`src/hw/rtl/assert_macros.svh`:
```
// ----------------------------------------------------------------------------
// Assertion macros
// Concurrent assertion wrappers, compiled out for synthesis.
// ----------------------------------------------------------------------------
`ifndef ASSERT_MACROS_SVH
`define ASSERT_MACROS_SVH

`ifndef SYNTHESIS

// Property must hold at every rising edge outside reset.
`define ASSERT_CLK(label, clk, rst, prop) \
   label: assert property (@(posedge clk) disable iff (rst) (prop)) \
      else $error("%m: assertion failed");

// Expression must never be true outside reset.
`define ASSERT_NEVER(label, clk, rst, expr) \
   label: assert property (@(posedge clk) disable iff (rst) !(expr)) \
      else $error("%m: forbidden condition seen");

`else

`define ASSERT_CLK(label, clk, rst, prop)
`define ASSERT_NEVER(label, clk, rst, expr)

`endif

`endif

```
`src/hw/rtl/dps_pkg.sv`:
```
// ----------------------------------------------------------------------------
// dps_pkg
// Widths, stage counts and lane payload type for the distance shading block.
// ----------------------------------------------------------------------------
package dps_pkg;

   localparam int CHAN_BITS     = 8;
   localparam int NUM_CHANS     = 4;
   localparam int PIX_BITS      = CHAN_BITS * NUM_CHANS;
   localparam int VIEW_BITS     = 16;
   localparam int REQ_DIST_BITS = 16;
   localparam int DIST_BITS     = 16;

   // Only the low DIST_BITS of the distance take part.
   localparam int DIST_USED = (DIST_BITS < REQ_DIST_BITS) ? DIST_BITS : REQ_DIST_BITS;
   localparam logic [REQ_DIST_BITS-1:0] DIST_MASK =
      REQ_DIST_BITS'((33'd1 << DIST_USED) - 33'd1);

   localparam logic [VIEW_BITS-1:0] VIEW_RESET = VIEW_BITS'(256);
   localparam logic [VIEW_BITS-1:0] VIEW_MIN   = VIEW_BITS'(2);

   // range = view-1 fits VIEW_BITS; range + 3*(d-1) needs two more bits.
   localparam int DEN_BITS   = ((VIEW_BITS > REQ_DIST_BITS) ? VIEW_BITS : REQ_DIST_BITS) + 2;
   localparam int NUM_BITS   = CHAN_BITS + VIEW_BITS;
   localparam int TRIAL_BITS = ((NUM_BITS > DEN_BITS + CHAN_BITS) ?
                                NUM_BITS : DEN_BITS + CHAN_BITS) + 1;

   // One quotient bit per divider stage; quotient never exceeds the channel.
   localparam int DIV_STAGES   = CHAN_BITS;
   localparam int FRONT_STAGES = 2;
   localparam int LATENCY      = FRONT_STAGES + DIV_STAGES + 1;

   typedef struct packed {
      logic [NUM_BITS-1:0] num;
      logic [DEN_BITS-1:0] den;
   } div_type;

endpackage

```
`src/hw/rtl/dps_front.sv`:
```
// ----------------------------------------------------------------------------
// dps_front
// Clamps distance and view, forms the shared divisor and per-lane numerators.
// ----------------------------------------------------------------------------
`include "assert_macros.svh"

module dps_front (
   input  logic                              clock,
   input  logic                              reset,
   input  logic                              take,
   input  logic [dps_pkg::PIX_BITS-1:0]      pixel,
   input  logic [dps_pkg::REQ_DIST_BITS-1:0] ray_dist,
   input  logic [dps_pkg::VIEW_BITS-1:0]     view,
   output logic                              div_vld,
   output dps_pkg::div_type                  div_out [dps_pkg::NUM_CHANS]
);

   logic                              vld_a_ff;
   logic                              vld_b_ff;
   logic [dps_pkg::PIX_BITS-1:0]      pix_a_ff;
   logic [dps_pkg::VIEW_BITS-1:0]     range_a_ff;
   logic [dps_pkg::VIEW_BITS-1:0]     range_a_in;
   logic [dps_pkg::REQ_DIST_BITS-1:0] dm1_a_ff;
   logic [dps_pkg::REQ_DIST_BITS-1:0] dm1_a_in;
   logic [dps_pkg::REQ_DIST_BITS-1:0] dist_m;
   logic [dps_pkg::DEN_BITS-1:0]      den_in;
   dps_pkg::div_type                  div_ff [dps_pkg::NUM_CHANS];
   dps_pkg::div_type                  div_in [dps_pkg::NUM_CHANS];

   // Stage A: clamp zero distance to one and view below two to two.
   always_comb begin
      dist_m     = ray_dist & dps_pkg::DIST_MASK;
      dm1_a_in   = (dist_m == '0) ? '0 : dist_m - dps_pkg::REQ_DIST_BITS'(1);
      range_a_in = (view < dps_pkg::VIEW_MIN) ? dps_pkg::VIEW_BITS'(1)
                                              : view - dps_pkg::VIEW_BITS'(1);
   end

   // Stage B: divisor range + 3*(d-1), numerators chan*range.
   always_comb begin
      den_in = dps_pkg::DEN_BITS'(range_a_ff) + dps_pkg::DEN_BITS'(dm1_a_ff)
             + (dps_pkg::DEN_BITS'(dm1_a_ff) << 1);
      for (int i = 0; i < dps_pkg::NUM_CHANS; i++) begin
         div_in[i].num = dps_pkg::NUM_BITS'(pix_a_ff[i*dps_pkg::CHAN_BITS +: dps_pkg::CHAN_BITS])
                       * dps_pkg::NUM_BITS'(range_a_ff);
         div_in[i].den = den_in;
      end
   end

   always_ff @(posedge clock) begin
      if (reset) begin
         vld_a_ff <= 1'b0;
         vld_b_ff <= 1'b0;
      end else begin
         vld_a_ff <= take;
         vld_b_ff <= vld_a_ff;
      end
   end

   always_ff @(posedge clock) begin
      pix_a_ff   <= pixel;
      range_a_ff <= range_a_in;
      dm1_a_ff   <= dm1_a_in;
      div_ff     <= div_in;
   end

   assign div_vld = vld_b_ff;
   assign div_out = div_ff;

   // Quotient must fit a channel: num < den << CHAN_BITS on every lane.
   for (genvar g = 0; g < dps_pkg::NUM_CHANS; g++) begin : g_chk
      logic quo_fits;
      assign quo_fits = dps_pkg::TRIAL_BITS'(div_ff[g].num)
                      < (dps_pkg::TRIAL_BITS'(div_ff[g].den) << dps_pkg::CHAN_BITS);
      `ASSERT_CLK(a_quo_fits, clock, reset, vld_b_ff |-> quo_fits)
   end
   `ASSERT_NEVER(a_den_nonzero, clock, reset, vld_b_ff && div_ff[0].den == '0)

endmodule

```
`src/hw/rtl/dps_lane.sv`:
```
// ----------------------------------------------------------------------------
// dps_lane
// Pipelined restoring divider for one channel, one quotient bit per stage.
// ----------------------------------------------------------------------------
module dps_lane (
   input  logic                          clock,
   input  dps_pkg::div_type              div_in,
   output logic [dps_pkg::CHAN_BITS-1:0] quo
);

   localparam int LAST = dps_pkg::DIV_STAGES - 1;

   logic [dps_pkg::NUM_BITS-1:0]  rem_ff [LAST];
   logic [dps_pkg::DEN_BITS-1:0]  den_ff [LAST];
   logic [dps_pkg::CHAN_BITS-1:0] quo_ff [dps_pkg::DIV_STAGES];

   for (genvar k = 0; k < dps_pkg::DIV_STAGES; k++) begin : g_stage
      localparam int SH = dps_pkg::CHAN_BITS - 1 - k;

      logic [dps_pkg::NUM_BITS-1:0]   rem_cur;
      logic [dps_pkg::DEN_BITS-1:0]   den_cur;
      logic [dps_pkg::CHAN_BITS-1:0]  quo_cur;
      logic [dps_pkg::TRIAL_BITS-1:0] trial;
      logic                           fits;
      logic [dps_pkg::CHAN_BITS-1:0]  quo_in;

      if (k == 0) begin : g_first
         assign rem_cur = div_in.num;
         assign den_cur = div_in.den;
         assign quo_cur = '0;
      end else begin : g_next
         assign rem_cur = rem_ff[k-1];
         assign den_cur = den_ff[k-1];
         assign quo_cur = quo_ff[k-1];
      end

      // Try subtracting den scaled to this quotient bit; keep if it fits.
      assign trial  = dps_pkg::TRIAL_BITS'(den_cur) << SH;
      assign fits   = dps_pkg::TRIAL_BITS'(rem_cur) >= trial;
      assign quo_in = fits ? (quo_cur | (dps_pkg::CHAN_BITS'(1) << SH)) : quo_cur;

      always_ff @(posedge clock) begin
         quo_ff[k] <= quo_in;
      end

      if (k < LAST) begin : g_carry
         logic [dps_pkg::NUM_BITS-1:0] rem_in;

         assign rem_in = fits ? dps_pkg::NUM_BITS'(dps_pkg::TRIAL_BITS'(rem_cur) - trial)
                              : rem_cur;

         always_ff @(posedge clock) begin
            rem_ff[k] <= rem_in;
            den_ff[k] <= den_cur;
         end
      end
   end

   assign quo = quo_ff[LAST];

endmodule

```
`src/hw/rtl/distance_pixel_shading.sv`:
```
// ----------------------------------------------------------------------------
// distance_pixel_shading
// Linear distance fog: each RGBA channel scaled by range / (range + 3*(d-1)).
// ----------------------------------------------------------------------------
//  channel   ports                                        handshake
//  request   req_pixel_in, req_ray_distance               start & !busy
//  result    rsp_shaded_pixel                             rsp_valid, one cycle
//  csr       csr_wr_data (view range)                     csr_wr_en
//
//  One request per cycle while busy is low; each accepted request passes
//  through the clamp register, multiply register, 8 divider stages (one quotient
//  bit each, four channel lanes side by side) and the merge register.
//  busy is high during reset and in the cycle after it; synchronous reset
//  clears the valid pipeline and loads the view range with 256.
//  Results are never held: the receiver takes each one in its strobe cycle.
// ----------------------------------------------------------------------------
`include "assert_macros.svh"

module distance_pixel_shading (
   input  logic                              clock,
   input  logic                              reset,
   input  logic                              start,
   output logic                              busy,
   input  logic [dps_pkg::PIX_BITS-1:0]      req_pixel_in,
   input  logic [dps_pkg::REQ_DIST_BITS-1:0] req_ray_distance,
   output logic                              rsp_valid,
   output logic [dps_pkg::PIX_BITS-1:0]      rsp_shaded_pixel,
   input  logic                              csr_wr_en,
   input  logic [dps_pkg::VIEW_BITS-1:0]     csr_wr_data
);

   logic                          busy_ff;
   logic                          take;
   logic [dps_pkg::VIEW_BITS-1:0] view_ff;
   logic                          div_vld;
   dps_pkg::div_type              div_bus [dps_pkg::NUM_CHANS];
   logic [dps_pkg::CHAN_BITS-1:0] quo [dps_pkg::NUM_CHANS];
   logic [dps_pkg::DIV_STAGES-1:0] vld_ff;
   logic [dps_pkg::DIV_STAGES-1:0] vld_in;
   logic                          rsp_vld_ff;
   logic [dps_pkg::PIX_BITS-1:0]  pix_ff;
   logic [dps_pkg::PIX_BITS-1:0]  pix_in;
   logic                          zero_dist;

   assign take = start && !busy_ff;

   always_ff @(posedge clock) begin
      if (reset) begin
         busy_ff <= 1'b1;
         view_ff <= dps_pkg::VIEW_RESET;
      end else begin
         busy_ff <= 1'b0;
         if (csr_wr_en) begin
            view_ff <= csr_wr_data;
         end
      end
   end

   dps_front u_front (
      .clock    (clock),
      .reset    (reset),
      .take     (take),
      .pixel    (req_pixel_in),
      .ray_dist (req_ray_distance),
      .view     (view_ff),
      .div_vld  (div_vld),
      .div_out  (div_bus)
   );

   for (genvar i = 0; i < dps_pkg::NUM_CHANS; i++) begin : g_lane
      dps_lane u_lane (
         .clock  (clock),
         .div_in (div_bus[i]),
         .quo    (quo[i])
      );
   end

   // Track request valid alongside the divider stages.
   assign vld_in = {vld_ff[dps_pkg::DIV_STAGES-2:0], div_vld};

   // Merge: repack lane quotients in the original channel order.
   always_comb begin
      for (int i = 0; i < dps_pkg::NUM_CHANS; i++) begin
         pix_in[i*dps_pkg::CHAN_BITS +: dps_pkg::CHAN_BITS] = quo[i];
      end
   end

   always_ff @(posedge clock) begin
      if (reset) begin
         vld_ff     <= '0;
         rsp_vld_ff <= 1'b0;
      end else begin
         vld_ff     <= vld_in;
         rsp_vld_ff <= vld_ff[dps_pkg::DIV_STAGES-1];
      end
   end

   always_ff @(posedge clock) begin
      pix_ff <= pix_in;
   end

   assign busy             = busy_ff;
   assign rsp_valid        = rsp_vld_ff;
   assign rsp_shaded_pixel = pix_ff;

   assign zero_dist = (req_ray_distance & dps_pkg::DIST_MASK) == '0;

   `ASSERT_CLK(a_rsp_has_req, clock, reset, rsp_valid |-> $past(take, dps_pkg::LATENCY))
   `ASSERT_CLK(a_req_gets_rsp, clock, reset, take |-> ##(dps_pkg::LATENCY) rsp_valid)
   `ASSERT_CLK(a_zero_dist_passes, clock, reset, (take && zero_dist) |-> ##(dps_pkg::LATENCY) (rsp_shaded_pixel == $past(req_pixel_in, dps_pkg::LATENCY)))

endmodule

```
`config.mk`:
```
export PLATFORM = sky130hd
export DESIGN_NAME = distance_pixel_shading
export DESIGN_NICKNAME = d
export VERILOG_FILES = /design/src/hw/rtl/dps_pkg.sv /design/src/hw/rtl/dps_front.sv /design/src/hw/rtl/dps_lane.sv /design/src/hw/rtl/distance_pixel_shading.sv
export VERILOG_INCLUDE_DIRS = /design/src /design/src/hw/rtl
export SDC_FILE = /design/constraint.sdc
export NUM_CORES = 2
export LEC_CHECK = 0
export BUFFER_PORTS_ARGS = -buffer_cell sky130_fd_sc_hd__buf_2
export CORE_ASPECT_RATIO = 1.2
export CORE_UTILIZATION = 40
export CTS_CLUSTER_SIZE = 30
export DETAILED_ROUTE_END_ITERATION = 7
export PLACE_DENSITY = 0.58
export SYNTH_ARGS = -nofsm -noshare
export SYNTH_HDL_FRONTEND = slang
export SYNTH_SLANG_ARGS = --single-unit
```
`constraint.sdc`:
```
create_clock -name clock -period 8 [get_ports clock]
set_clock_uncertainty 0.05 [all_clocks]
set_input_delay 0.4 -clock clock [delete_from_list [all_inputs] [get_ports clock]]
set_output_delay 0.4 -clock clock [all_outputs]
set_load 0.1 [all_outputs]
```
Word-level counts from Yosys, hierarchy flattened
Memory sizes are Yosys's and may differ from the RTL's. A register that Yosys moved wholly into a read port is not among the register bits.
Index checks and enable logic that the tools add are counted.
{"block": "classes", "addsub": 32, "multipliers": 4, "div_mod_pow": 0, "n_lt_le_gt_ge": 33, "n_eq_ne": 0, "n_shift": 0, "n_mux": 61, "n_bitwise": 0, "n_reduce_logical": 3}
{"op": "24-bit two-way mux", "count": 28}
{"op": "24-bit subtractor", "count": 8}
{"op": "24-bit by 25-bit >= comparator with 1-bit output", "count": 4}
{"op": "24-bit by 18-bit >= comparator with 1-bit output", "count": 4}
{"op": "24-bit by 19-bit >= comparator with 1-bit output", "count": 4}
{"op": "24-bit by 20-bit >= comparator with 1-bit output", "count": 4}
{"op": "24-bit by 21-bit >= comparator with 1-bit output", "count": 4}
{"op": "24-bit by 22-bit >= comparator with 1-bit output", "count": 4}
{"op": "24-bit by 23-bit >= comparator with 1-bit output", "count": 4}
{"op": "24-bit >= comparator", "count": 4}
{"op": "8-bit by 16-bit multiplier with 24-bit output", "count": 4}
{"op": "24-bit by 19-bit subtractor with 24-bit output", "count": 4}
{"op": "24-bit by 20-bit subtractor with 24-bit output", "count": 4}
{"op": "24-bit by 21-bit subtractor with 24-bit output", "count": 4}
{"op": "24-bit by 22-bit subtractor with 24-bit output", "count": 4}
{"op": "24-bit by 23-bit subtractor with 24-bit output", "count": 4}
{"op": "8-bit two-way mux", "count": 4}
{"op": "16-bit by 1-bit subtractor with 16-bit output, second input constant", "count": 2}
{"op": "7-bit two-way mux", "count": 4}
{"op": "6-bit two-way mux", "count": 4}
{"op": "5-bit two-way mux", "count": 4}
{"op": "18-bit by 17-bit adder with 18-bit output", "count": 1}
{"op": "16-bit by 16-bit adder with 17-bit output", "count": 1}
{"op": "16-bit zero test", "count": 1}
{"op": "other kinds (7)", "count": 20}
{"block": "totals", "ff_bits": 206, "latchBits": 0, "ram_bits": 1432, "rom_bits": 0, "inputBits": 68, "memories": 12}
{"name": "g_lane[0].u_lane.rem_ff", "depth": 7, "width": 24, "rd": 7, "rd_clocked_by_memory_dff": 0, "wr": 7, "line_no": "dps_lane.sv:13", "rtl": "logic [dps_pkg::NUM_BITS-1:0] rem_ff [LAST];"}
{"name": "g_lane[1].u_lane.rem_ff", "depth": 7, "width": 24, "rd": 7, "rd_clocked_by_memory_dff": 0, "wr": 7, "line_no": "dps_lane.sv:13"}
{"name": "g_lane[2].u_lane.rem_ff", "depth": 7, "width": 24, "rd": 7, "rd_clocked_by_memory_dff": 0, "wr": 7, "line_no": "dps_lane.sv:13"}
{"name": "g_lane[3].u_lane.rem_ff", "depth": 7, "width": 24, "rd": 7, "rd_clocked_by_memory_dff": 0, "wr": 7, "line_no": "dps_lane.sv:13"}
{"name": "g_lane[0].u_lane.den_ff", "depth": 7, "width": 18, "rd": 7, "rd_clocked_by_memory_dff": 0, "wr": 7, "line_no": "dps_lane.sv:14", "rtl": "logic [dps_pkg::DEN_BITS-1:0] den_ff [LAST];"}
{"name": "g_lane[1].u_lane.den_ff", "depth": 7, "width": 18, "rd": 7, "rd_clocked_by_memory_dff": 0, "wr": 7, "line_no": "dps_lane.sv:14"}
{"name": "+6 memories"}

Depth between registers and ports, before layout
An unclocked memory read counts as a cell.
{"block": "depth", "word_depth": 3, "mapped_depth": 20}

Modules after synthesis
A second synthesis with hierarchy kept.
{"block": "unflattened", "cells_unflattened": 9092, "hier_area_um2": 85284.3}
{"module": "dps_lane (g_lane[1].u_lane ...)", "n_inst": 2, "cells_each": 1641, "area_per_inst_um2": 15194.6}
{"module": "dps_front", "n_inst": 1, "cells_each": 2409, "area_per_inst_um2": 22248.8}
{"module": "dps_lane (g_lane[0].u_lane)", "n_inst": 1, "cells_each": 1654, "area_per_inst_um2": 15657.5}
{"module": "dps_lane (g_lane[3].u_lane)", "n_inst": 1, "cells_each": 1643, "area_per_inst_um2": 15502.4}
{"module": "distance_pixel_shading", "n_inst": 1, "cells_each": 104, "area_per_inst_um2": 1486.4}

Worst setup path before layout
Ideal clock, no wire load.
{"block": "synth_timing", "kind": "reg-to-reg", "start": "register u_front.range_a_ff[4] (netlist name)", "end": "register u_front.div_ff, in the netlist u_front.div_out[83]", "setup_ns": 0.072, "arrival_time_ns": 4.894, "required_ns": 7.878, "path_slack_ns": 2.984, "stages_incl_launch_ff": 20, "n_path_buf": 1, "synth_period_minus_slack_ns": 5.016, "cell_sequence": "dfxtp_1 > clkbuf_1 > nand2_1 > fa_1 > fa_1 > inv_1 > fa_1 > inv_1 > fa_1 > inv_1 > ha_1 > o21a_1 > o31a_1 > o221a_2 > o41a_1 > a221o_1 > o41ai_2 > o21bai_1 > a21oi_1 > xnor2_1"}
{"item": "start: declaration", "line_no": "dps_front.sv:21", "rtl": "logic [dps_pkg::VIEW_BITS-1:0] range_a_ff;"}
{"item": "start signal: assignment", "line_no": "dps_front.sv:61", "rtl": "range_a_ff <= range_a_in;"}
{"item": "end signal: assignment", "line_no": "dps_front.sv:63", "rtl": "div_ff <= div_in;"}
{"item": "end: declaration", "line_no": "dps_front.sv:27", "rtl": "dps_pkg::div_type div_ff [dps_pkg::NUM_CHANS];"}

==> impl_metrics.ini <==
[status]
status = finished clean

[flow_run]
drv_cap = 0

[worst_setup_path]
critPathCaptureType = flop
slowest_stage = dfxtp_1
reg2reg_depth = 18
crit-reg2reg-launch = u_front.range_a_ff[1]$_SDFF_PN0_
critPathMaxFanout = 25
cp_data_arrival_time_ns = 6.53
critPathMaxStageDelay_ns = 1.08
r2r_slack_ns = 2.14
critPathKind = reg2reg
required_ns = 8.67
startpoint_type = flop
timing.rr.end = u_front.div_out[167]$_DFF_P_
critPathMostFrequentCell = fa_1
path_cells = buf_4 -> nand2_1 -> fa_1 -> fa_1 -> inv_1 -> fa_1 -> inv_1 -> fa_1 -> inv_1 -> ha_1 -> or3_1 -> o21ai_1 -> a31o_2 -> o21ai_1 -> or4_1 -> a31o_2 -> a21oi_1 -> xnor2_1

[cts]
cts_tree = done
clk_pin_slew_ns = 0.05
numCtsBuffers = 134
htree_levels = 4
insertion_delay_ns = 0.81
clockBufferDepth = 3
ctsHoldBuffers = 94
cts.repair.resized = 0
cts_setup_buffers = 0
cts_root_buf = clkbuf_16
clock-sinks = 1180

[routing]
ant_nets = 0
routedWlPerCell_um = 19.9
num_vias = 56321
dr.first_iter.drc_count = 2806
drc = 0
wl_mm = 215
drtPass1Iterations = 6
routed_via_density = 5.21

[sta]
rsz0062_at_grt = no
period_share = 0.732
min_period_ns = 5.86
fmax_mhz = 171
worst_slew_pin_slew_ns = 1.27
setup_viol = 0
drv_slew = 0
timing_hold_violations_final = 0
slew_headroom = 0.150
fin_tns_setup_ns = 0

[synthesis]
yosysWarnings = 0
synthTopCellsByArea = dfxtp_1 (32%), ha_1 (13%), fa_1 (9.8%)
synth_top_area_cell = dfxtp_1
netlist_area_sq_um = 74500
synth_top_area_share = 0.317
synth_edf_count = 0
syn_inst = 8056
ys_types = 99
synth.ff_latch_count = 1180
synth_ff_type = dfxtp_1
synth-async-reset-ratio = 0
synth.net_count = 9272
avgSynthCellArea_sq_um = 9.24
seq_area_frac_synth = 0.317

[floorplan]
pin_count = 102
core_area_sq_um = 185000
die_y_um = 475
die_area_sq_um = 188000
die_w_um = 396
num_rows = 173
start_util = 0.402

[hold_path]
holdPathEnd = u_front.pix_a_ff[3]$_DFF_P_
hold_class = in2reg
hold_depth = 2
min_from = req_pixel_in[3]

[finish]
register_area_sq_um = 23600
drive_above_1_share = 0.0767
multi_input_area_sq_um = 47400
synthToLayoutAreaGrowth_pct = 11.9
nFillCells = 17795
finalNetCount = 9464
final_common_cell = dfxtp_1
final_cell_mix = dfxtp_1 (1,180), ha_1 (782), inv_1 (713), nand2_1 (557), a21oi_1 (482)

[grt]
grt_usage = 0.226
overflow = 0
grt_pass1_wl_mm = 327
grt_max_degree = 38
first_global_vias = 57280
antenna_found_initial = 6

[placement]
gp_congestion = 0.955
numPortBuffers = 101
dpl.hpwl_mm = 176
Yosys cell counts (all sizes together) (26+ instances only):
cell type and instances:
o211ai 38, and3 42, o21ai 479, a21boi 26
a21o 272, nand2b 101, nand2 557, o21bai 59
or3 61, a21oi 487, nor2 463, dfxtp 1180
nor2b 120, nor4 49, a211oi 38, a31oi 45
nand3 92, inv 714, o21a 84, clkbuf 160
buf 37, nand4 79, o31ai 52, nor3 127
mux2i 62, ha 782, fa 366, mux2 178
xor2 225, xnor2 311, and2 448
layout make-up:
class                   count  area share
diodes                     15    0.000450
clock buffers             177      0.0456
clock inverters            65      0.0103
inverters                 715      0.0322
multi-input cells        5964       0.569
flip-flops and latches   1180       0.283
well taps                2450      0.0368
repair buffers            253      0.0226
per-stage QoR:
step	hold slack [ns]	worst slack, ns	util	cell area (sq um)	cells
after global routing	0.156	1.79	0.450	83300	10817
after floorplan	0.260	2.98	-	74500	8056
after CTS	0.0510	2.14	0.450	83300	10804
after global placement	0.260	2.20	0.420	77700	10468
after detailed placement	0.262	2.17	0.420	77700	10468
final	0.185	2.14	0.450	83400	10819
per-layer routing:
layer | GRT usage | wire length [um] | up-vias
met4 | 0.180 | 19100 | 0
met5 | 0 | 0 | -
li1 | - | - | 28097
met2 | 0.406 | 107000 | 1210
met3 | 0.0240 | 6210 | 489
met1 | 0.241 | 83400 | 26525
sequential cells by signal (all words and copies together) (netlist names):
name / flops
vld_ff: 8
rsp_valid: 1
u_front.vld_a_ff: 1
u_front.div_out: 114
u_front.dm1_a_ff: 16
u_front.pix_a_ff: 32
view_ff: 16
g_lane.u_lane.rem_ff: 672
u_front.range_a_ff: 16
g_lane.u_lane.quo_ff: 144
rsp_shaded_pixel: 32
u_front.div_vld: 1
g_lane.u_lane.den_ff: 126
busy: 1
worst max-delay path, delay by kind of cell, from the launching register on:
| family | cells | cell delay, ns |
|---|---|---|
| fa+ha+maj | 5 | 2.12 |
| buf+inv | 4 | 0.45 |
| xor+xnor | 1 | 0.14 |
| compound gates | 5 | 0.94 |
| simple gates | 3 | 0.96 |
| flops | 1 | 1.08 |
worst max-delay path by stage:
| stage | start | endpoint | slack, ns | cells past startpoint |
|---|---|---|---|---|
| floorplan | u_front.range_a_ff[4]$_SDFF_PN0_ | u_front.div_out[83]$_DFF_P_ | 2.98 | 19 |
| global placement | u_front.range_a_ff[1]$_SDFF_PN0_ | u_front.div_out[167]$_DFF_P_ | 2.20 | 18 |
| detailed placement | u_front.range_a_ff[1]$_SDFF_PN0_ | u_front.div_out[167]$_DFF_P_ | 2.17 | 18 |
| CTS | u_front.range_a_ff[1]$_SDFF_PN0_ | u_front.div_out[167]$_DFF_P_ | 2.14 | 18 |
| global route | u_front.range_a_ff[1]$_SDFF_PN0_ | u_front.div_out[82]$_DFF_P_ | 1.79 | 17 |
| finish | u_front.range_a_ff[1]$_SDFF_PN0_ | u_front.div_out[167]$_DFF_P_ | 2.14 | 18 |
logic make-up after synthesis:
| kind of cell | share of synthesized area |
|---|---|
| AND/OR/NAND/NOR | 0.156 |
| flip-flops | 0.317 |
| adder cells (fa/ha/maj) | 0.230 |
| buffers and inverters | 0.0470 |
| multiplexers | 0.0353 |
| XOR/XNOR | 0.0630 |
| AO/OA/AOI/OAI | 0.152 |
Power is left out: the tool's default activity adds up to more than one toggle a clock period on the data nets, which glitch-free logic cannot reach.
